$ cat src/hdl/pdss_pkg.sv
// ----------------------------------------------------------------------------
// pdss_pkg
// Types and constants shared by the Phong diffuse/specular shading pipeline.
// ----------------------------------------------------------------------------
package pdss_pkg;

  // Raw vector component width and reduced direction width
  localparam int unsigned COMP_BITS  = 32;
  localparam int unsigned DIR_BITS   = 15;
  localparam int unsigned BL_BITS    = $clog2(COMP_BITS + 1);

  // Specular exponent register
  localparam int unsigned EXP_BITS   = 10;
  localparam logic [EXP_BITS-1:0] EXP_RESET = 10'd300;

  // Intensity, unsigned Q1.16 with 65536 meaning one
  localparam int unsigned INTEN_BITS = 17;
  localparam logic [INTEN_BITS-1:0] FULL_INTEN = 17'd65536;

  // Cosines are signed Q30 in [-2^30, 2^30]
  localparam int unsigned COS_BITS   = 32;
  localparam int unsigned FRAC_Q     = 30;
  localparam int unsigned MAG_BITS   = FRAC_Q + 1;
  localparam int          Q30_ONE    = 1 << FRAC_Q;

  typedef logic signed [COMP_BITS-1:0] comp_t;
  typedef logic signed [DIR_BITS:0]    dir_t;
  typedef comp_t [2:0]                 cvec_t;
  typedef dir_t  [2:0]                 dvec_t;

  // Input request
  typedef struct packed {
    comp_t                  normal_x;
    comp_t                  normal_y;
    comp_t                  normal_z;
    comp_t                  light_x;
    comp_t                  light_y;
    comp_t                  light_z;
    comp_t                  view_x;
    comp_t                  view_y;
    comp_t                  view_z;
    logic [INTEN_BITS-1:0]  light_intensity;
    logic                   in_shadow;
  } pdss_in_t;

  // Result
  typedef struct packed {
    logic [INTEN_BITS-1:0]  diffuse_part;
    logic [INTEN_BITS-1:0]  specular_part;
    logic [INTEN_BITS:0]    total_intensity;
  } pdss_out_t;

  // Sideband carried along the direction and cosine stages
  typedef struct packed {
    logic [INTEN_BITS-1:0]  inten;
    logic                   shadow;
  } pdss_side_t;

  // Sideband carried along the power stages
  typedef struct packed {
    logic [INTEN_BITS-1:0]  inten;
    logic                   shadow;
    logic [INTEN_BITS-1:0]  diff;
    logic                   en;
  } pdss_pside_t;

endpackage

$ cat src/hdl/pdss_dir.sv
// ----------------------------------------------------------------------------
// pdss_dir
// Reduces the normal, light and ray vectors to directions with magnitudes
// below 2^15 in three stages; the ray direction is negated into the view.
// ----------------------------------------------------------------------------
module pdss_dir import pdss_pkg::*; (
  input  logic       clk_i,
  input  logic       rst_ni,
  input  logic       valid_i,
  input  pdss_side_t side_i,
  input  cvec_t      n_i,
  input  cvec_t      l_i,
  input  cvec_t      d_i,
  output logic       valid_o,
  output pdss_side_t side_o,
  output dvec_t      n_o,
  output dvec_t      l_o,
  output dvec_t      v_o,
  output logic [2:0] ok_o
);

  cvec_t                raw [3];
  logic [COMP_BITS-1:0] mag1_d [3][3];
  logic [COMP_BITS-1:0] mag1_q [3][3];
  logic [2:0]           neg1_d [3];
  logic [2:0]           neg1_q [3];
  logic [COMP_BITS-1:0] max1_d [3];
  logic [COMP_BITS-1:0] max1_q [3];
  logic [COMP_BITS-1:0] mag2_q [3][3];
  logic [2:0]           neg2_q [3];
  logic [BL_BITS-1:0]   bl2_d [3];
  logic [BL_BITS-1:0]   bl2_q [3];
  dvec_t                dir3_d [3];
  dvec_t                dir3_q [3];
  logic [2:0]           ok3_d;
  logic [2:0]           ok3_q;
  logic [2:0]           vld_q;
  pdss_side_t           side_q [3];

  assign raw[0] = n_i;
  assign raw[1] = l_i;
  assign raw[2] = d_i;

  // Stage 1: magnitudes and largest magnitude per vector
  always_comb begin
    for (int g = 0; g < 3; g++) begin
      max1_d[g] = '0;
      for (int k = 0; k < 3; k++) begin
        neg1_d[g][k] = raw[g][k][COMP_BITS-1];
        mag1_d[g][k] = neg1_d[g][k] ? COMP_BITS'(~raw[g][k] + 1'b1) : COMP_BITS'(raw[g][k]);
        if (mag1_d[g][k] > max1_d[g]) begin
          max1_d[g] = mag1_d[g][k];
        end
      end
    end
  end

  // Stage 2: bit length of the largest magnitude
  always_comb begin
    for (int g = 0; g < 3; g++) begin
      bl2_d[g] = '0;
      for (int b = 0; b < COMP_BITS; b++) begin
        if (max1_q[g][b]) begin
          bl2_d[g] = BL_BITS'(b + 1);
        end
      end
    end
  end

  // Stage 3: shift into direction range and restore the sign
  always_comb begin
    logic [COMP_BITS-1:0] sh;
    logic [DIR_BITS-1:0]  q;
    logic                 negf;
    sh   = '0;
    q    = '0;
    negf = 1'b0;
    for (int g = 0; g < 3; g++) begin
      for (int k = 0; k < 3; k++) begin
        if (bl2_q[g] > BL_BITS'(DIR_BITS)) begin
          sh = mag2_q[g][k] >> (bl2_q[g] - BL_BITS'(DIR_BITS));
        end else begin
          sh = mag2_q[g][k] << (BL_BITS'(DIR_BITS) - bl2_q[g]);
        end
        q    = sh[DIR_BITS-1:0];
        // flip the ray into the view vector
        negf = neg2_q[g][k] ^ (g == 2);
        dir3_d[g][k] = negf ? -dir_t'({1'b0, q}) : dir_t'({1'b0, q});
      end
      ok3_d[g] = (bl2_q[g] != '0);
    end
  end

  // Advance valid bits
  always_ff @(posedge clk_i or negedge rst_ni) begin
    if (!rst_ni) begin
      vld_q <= '0;
    end else begin
      vld_q <= {vld_q[1:0], valid_i};
    end
  end

  // Advance payload
  always_ff @(posedge clk_i) begin
    side_q[0] <= side_i;
    side_q[1] <= side_q[0];
    side_q[2] <= side_q[1];
    for (int g = 0; g < 3; g++) begin
      max1_q[g] <= max1_d[g];
      neg1_q[g] <= neg1_d[g];
      neg2_q[g] <= neg1_q[g];
      bl2_q[g]  <= bl2_d[g];
      dir3_q[g] <= dir3_d[g];
      for (int k = 0; k < 3; k++) begin
        mag1_q[g][k] <= mag1_d[g][k];
        mag2_q[g][k] <= mag1_q[g][k];
      end
    end
    ok3_q <= ok3_d;
  end

  assign valid_o = vld_q[2];
  assign side_o  = side_q[2];
  assign n_o     = dir3_q[0];
  assign l_o     = dir3_q[1];
  assign v_o     = dir3_q[2];
  assign ok_o    = ok3_q;

endmodule

$ cat config.mk
export PLATFORM = sky130hd
export DESIGN_NAME = pdss_dir
export DESIGN_NICKNAME = d
export VERILOG_FILES = /design/src/hdl/pdss_pkg.sv /design/src/hdl/pdss_dir.sv
export SDC_FILE = /design/constraint.sdc
export NUM_CORES = 2
export LEC_CHECK = 0
export ABC_AREA = 0
export BUFFER_PORTS_ARGS = -buffer_cell sky130_fd_sc_hd__buf_2
export CAP_MARGIN = 20
export CORE_ASPECT_RATIO = 0.6
export CORE_MARGIN = 1
export CORE_UTILIZATION = 42
export CTS_CLUSTER_SIZE = 25
export DETAILED_ROUTE_END_ITERATION = 8
export PLACE_DENSITY = 0.57
export SYNTH_ARGS = -nofsm -noshare
export SYNTH_HDL_FRONTEND = slang
export SYNTH_SLANG_ARGS = --single-unit
$ cat constraint.sdc
create_clock -name clk_i -period 11.55 [get_ports clk_i]
set_clock_uncertainty 0.2 [all_clocks]
set_input_delay 0.5775 -clock clk_i [delete_from_list [all_inputs] [get_ports clk_i]]
set_output_delay 0.5775 -clock clk_i [all_outputs]
set_load 0.05 [all_outputs]
# Yosys cells after proc, flatten, opt, wreduce, memory -nomap -nowiden
# Memories as Yosys holds them, arrays and structs flattened.
# Index checks and enable logic that the tools add are counted.
[classes] addsub=24 n_mul=0 div_mod_pow=0 order_cmp=12 eq_ne=0 shift=18 mux=132 bitwise_logic=9 n_reduce_logical=3
[ops] operator="two-way mux 32 bit" n=18
[ops] operator="two-way mux 6 bit" n=61
[ops] operator="adder 32 x 1 -> 32 bit (second input constant)" n=9
[ops] operator="NOT 32 bit" n=9
[ops] operator="<< shifter 32 x 6 -> 15 bit" n=9
[ops] operator=">> shifter 32 x 6 -> 15 bit" n=9
[ops] operator="> comparator 32 bit" n=6
[ops] operator="two-way mux 16 bit" n=9
[ops] operator="negator 15 -> 16 bit" n=9
[ops] operator="two-way mux 15 bit" n=9
[ops] operator="> comparator 32 x 1 -> 1 bit (second input constant)" n=3
[ops] operator="two-way mux 5 bit" n=16
[ops] operator="two-way mux 4 bit" n=8
[ops] operator="> comparator 6 x 4 -> 1 bit (second input constant)" n=3
[ops] operator="nonzero test 6 bit" n=3
[ops] operator="subtractor 4 x 6 -> 6 bit (first input constant)" n=3
[ops] operator="subtractor 6 x 4 -> 6 bit (second input constant)" n=3
[ops] operator="two-way mux 3 bit" n=4
[ops] operator="two-way mux 2 bit" n=4
[ops] operator="two-way mux 1 bit" n=3
[word_totals] ff_bits=6 latchBits=0 ramBits=906 rom_bits=0 in_bits=309 elab_cells=208 n_memories=8
[memory_table] name="mag1_q" words=3 word_bits=96 rd=3 rd_ports_with_merged_regs=0 wr=3 line_no="pdss_dir.sv:24" rtl="logic [COMP_BITS-1:0] mag1_q [3][3];"
[memory_table] name="mag2_q" words=3 word_bits=96 rd=3 rd_ports_with_merged_regs=0 wr=3 line_no="pdss_dir.sv:29" rtl="logic [COMP_BITS-1:0] mag2_q [3][3];"
[memory_table] name="dir3_q" words=3 word_bits=48 rd=3 rd_ports_with_merged_regs=0 wr=3 line_no="pdss_dir.sv:34" rtl="dvec_t dir3_q [3];"
[memory_table] name="max1_q" words=3 word_bits=32 rd=3 rd_ports_with_merged_regs=0 wr=3 line_no="pdss_dir.sv:28" rtl="logic [COMP_BITS-1:0] max1_q [3];"
[memory_table] name="side_q" words=3 word_bits=18 rd=3 rd_ports_with_merged_regs=0 wr=3 line_no="pdss_dir.sv:38" rtl="pdss_side_t side_q [3];"
[memory_table] name="bl2_q" words=3 word_bits=6 rd=3 rd_ports_with_merged_regs=0 wr=3 line_no="pdss_dir.sv:32" rtl="logic [BL_BITS-1:0] bl2_q [3];"
[memory_table] name="+2 memories"

# Depth between registers and ports, before layout
# An unclocked memory read counts as a cell.
[logic_depth] ltp_word=33 depth_mapped=30 depth_no_buf=27

# Worst setup path before layout
# No wires, ideal clock.
[synth_timing] path_type="input -> register" start="input n_i[33] (netlist bit)" end="memory max1_q[0][10]" setup_time_ns=0.074 arrival_ns=7.519 path_slack_ns=3.757 stages=29 path_buffers=2 path_cell_list="or4_1 -> or4_1 -> nand2b_1 -> nor2_1 -> nand3_1 -> o31a_1 -> xnor2_1 -> inv_1 -> ha_1 -> a21o_1 -> a21o_1 -> a21o_1 -> a2111oi_0 -> o21ai_0 -> a2111oi_0 -> a21oi_1 -> clkbuf_1 -> mux2i_1 -> ha_1 -> nor2b_1 -> o21a_1 -> o21a_1 -> o21a_1 -> o21a_1 -> o21a_1 -> o41a_1 -> o31ai_1 -> clkbuf_1 -> mux2i_1"
[synth_lines] item="start, declared" line_no="pdss_dir.sv:11" rtl="input cvec_t n_i,"
[synth_lines] item="end, declared" line_no="pdss_dir.sv:28"

==> impl_metrics.py <==
metrics = {
    "timing": {
        "slew_viol_final": 0,
        "period_share_pct": 78.42,
        "rsz0062_at_grt": "false",
        "holdWs_ps": 38.89,
        "setup_viol": 0,
        "slew_headroom_pct": 19.03,
        "tns_ps": 0,
        "fmax_mhz": 110.4,
        "period_needed_ps": 9057,
        "hold_violations": 0,
        "worstMarginPinSlew_ps": 1207,
    },
    "setup_path": {
        "critPathLaunchType": "primary input",
        "required_ps": 11950,
        "path_max_fanout": 32,
        "end_kind": "flip-flop",
        "critPathKind": "primary input to flip-flop",
        "arrival_ps": 9460,
    },
    "pwr": {
        "p_sw_share_pct": 50.96,
        "irDropWorstVdd_v": 0.0003285,
        "seqPwrFrac_pct": 20.7,
        "power.leakage_nw": 27.01,
        "netSwitchingPower_mw": 10.85,
        "pwr-share-clk_pct": 14.4,
        "powerDensity_nw_per_um2": 335.1,
        "p_int_mw": 10.44,
        "p_comb_share_pct": 65.0,
    },
    "synthesis": {
        "yosys_warnings": 0,
        "synth_top_area_cell": "dfxtp_1",
        "syn_area_um2": 54870,
        "yosysMostFrequentCell": "dfxtp_1",
        "synthCells": 5622,
        "synth_cell_types": 105,
        "synth_top_area_share_pct": 33.17,
        "synthTopCellsByCount": "dfxtp_1, mux2i_1, nand2_1, inv_1, nor2_1",
        "ys_ff_latch": 912,
        "synth_ff_type": "dfxtp_1",
        "post_synth.cell_area_avg_um2": 9.759,
        "async_flop_share_pct": 0.3289,
        "syn-num-nets": 6150,
        "synthTopCellsByArea": "dfxtp_1, mux2i_1, mux4_2",
        "ys_seq_area_share_pct": 33.30,
        "synth_edf_count": 0,
    },
    "drt": {
        "vias": 49120,
        "viasPerCell": 6.195,
        "drt_wl_total_um": 226400,
        "first_pass_iters": 8,
        "wire_per_inst_um": 28.55,
        "drc": 0,
        "antenna_left": 0,
        "drtIter0Drc": 6936,
    },
    "finish": {
        "multiInputGateArea_um2": 33950,
        "drive_gt1_share_pct": 19.83,
        "fillers": 12090,
        "final_nets": 6662,
        "syn2layout_area_growth_pct": 15.81,
        "seq_area_um2": 18290,
    },
    "clock_network": {
        "hold_buffers": 183,
        "post_cts_resized": 0,
        "clockBufferDepth": 3,
        "clock_sinks": 912,
        "clk_latency_ps": 730,
        "numCtsBuffers": 85,
        "cts_setup_buffers": 0,
        "htreeDepth": 3,
        "clk_pin_slew_ps": 60,
        "root_buffer": "clkbuf_16",
        "cts_tree": "yes",
    },
    "global_routing": {
        "grt_util_all_layers_pct": 33.19,
        "antenna_found_initial": 13,
        "grt_max_degree": 151,
        "overflow": 0,
        "grt_pass1_vias": 45080,
        "grt_pass1_wl_um": 320600,
    },
    "min_path": {
        "hold_class": "primary input to flip-flop",
    },
    "outcome": {
        "status": "completed",
    },
    "run": {
        "max_cap_violations": 0,
    },
    "place": {
        "gp_congestion": 1.045,
        "place_hpwl_um": 178300,
        "io_buffers": 474,
    },
    "floorplan": {
        "start_util_pct": 42.44,
        "core-area_um2": 129300,
        "rows": 102,
        "dieArea_um2": 132100,
        "die_w_um": 468.6,
        "die_h_um": 282.0,
        "ios": 475,
    },
}
[metrics by stage]
stage / power, mW / std cells / util (%) / area (um^2) / setup slack, ps
after CTS: 20.81 / 7918 / 49.10 / 63480 / 2770
after detailed placement: 17.64 / 7575 / 45.34 / 58610 / 2444
after global routing: 22.18 / 7923 / 49.14 / 63530 / 2180
after global placement: 17.70 / 7573 / 45.33 / 58600 / 2524
after floorplan: 13.65 / 5622 / - / 54870 / 3757
final: 21.29 / 7928 / 49.15 / 63540 / 2493
[layout by cell type, fill, tap and decap left out, types with 86 or more instances in the layout]
| cell type | Yosys | layout |
|---|---|---|
| ha_1 | 219 | 216 |
| mux2i_1 | 522 | 520 |
| mux4_2 | 232 | 232 |
| nand2_1 | 362 | 362 |
| xor2_1 | 178 | 174 |
| clkbuf_16 | 0 | 86 |
| nor3_1 | 113 | 112 |
| mux2_2 | 179 | 179 |
| buf_4 | 48 | 88 |
| o21ai_0 | 248 | 246 |
| nor2_1 | 298 | 297 |
| dlygate4sd3_1 | 0 | 183 |
| a21oi_1 | 215 | 213 |
| buf_2 | 87 | 476 |
| dfxtp_1 | 909 | 900 |
| nand3_1 | 101 | 101 |
| o31ai_1 | 102 | 100 |
| xnor2_1 | 216 | 208 |
| inv_1 | 309 | 309 |
[power groups by stage]
| stage | sequential, mW | combinational, mW | clock, mW |
|---|---|---|---|
| 6_report | 4.40 | 13.8 | 3.06 |
| 3_5_place_dp | 4.45 | 13.2 | 0 |
| 3_3_place_gp | 4.45 | 13.2 | 0 |
| 4_1_cts | 4.39 | 13.3 | 3.10 |
| 5_1_grt | 4.46 | 14.5 | 3.24 |
| 2_1_floorplan | 5.03 | 8.62 | 0 |
[state kept, by name, summed over array words and instances (netlist names)]
register and cells:
vld_q 3, dir3_q 144, ok_o 3, side_q 54
neg1_q 9, mag1_q 288, mag2_q 288, bl2_q 18
max1_q 96, neg2_q 9
[routing by layer]
metal  global-route usage [%]  up-vias  part of all wire (%)
li1                         -    21900                     -
met1                    49.73    24100                    46
met3                    12.12      318                    13
met4                    6.902       12                   2.0
met5                    1.190        -                  0.13
met2                    44.28     2779                    39
[layout make-up]
type                       count  share of cell area [%]
tap                         1716                   3.379
clock buffer                 104                   3.635
timing repair buffer         752                   7.774
sequential                   912                   28.79
clock inverter                56                   1.142
multi-input combinational   4072                   53.43
antenna                        5                 0.01969
inverter                     311                   1.837
[final timing paths]
path	from	to	slack (ps)	depth (start not counted)
min in group asynchronous	rst_ni	vld_q[0]	540	3
setup / recovery	l_i[42]	max1_q[0][32]	2490	28
hold / removal	d_i[68]	mag1_q[2][4]	40	3
setup reg to reg	bl2_q[0][13]	dir3_q[0][139]	5440	13
max in group asynchronous	rst_ni	vld_q[1]	10460	3
hold reg to reg	mag1_q[0][35]	mag2_q[0][35]	110	0
[worst max-delay path: stages]
cell and delay (ps):
dlygate4sd3_1 540, buf_2 150, or4_1 570, or4_1 500
nor2_1 430, nand3_1 410, nand2b_1 320, o31ai_1 260
xnor2_1 200, ha_1 360, nand4_1 80, or2_2 310
nor3_1 610, o21a_1 210, o22ai_1 100, a21oi_4 130
buf_4 470, mux2i_1 460, ha_1 330, a21o_1 190
a21o_1 170, a21oi_1 150, nor2_1 70, a211oi_1 260
o2111ai_1 140, a21oi_1 160, a41o_2 790, mux2_2 410
[cells by family (layout without fill, tap and decap cells)]
kind of cell | after synthesis | in the layout | synth area share (%)
xor gates and xnor gates | 396 | 396 | 6.349
and+or+nand+nor | 1328 | 1328 | 12.21
adders and majority gates | 219 | 219 | 4.994
muxes | 938 | 938 | 22.94
DFF | 912 | 912 | 33.30
AOI/OAI and AO/OA | 1191 | 1191 | 14.88
buffers and inverters | 638 | 1223 | 5.332
other | 0 | 5 | 0
(Power assumes the default switching activity.)
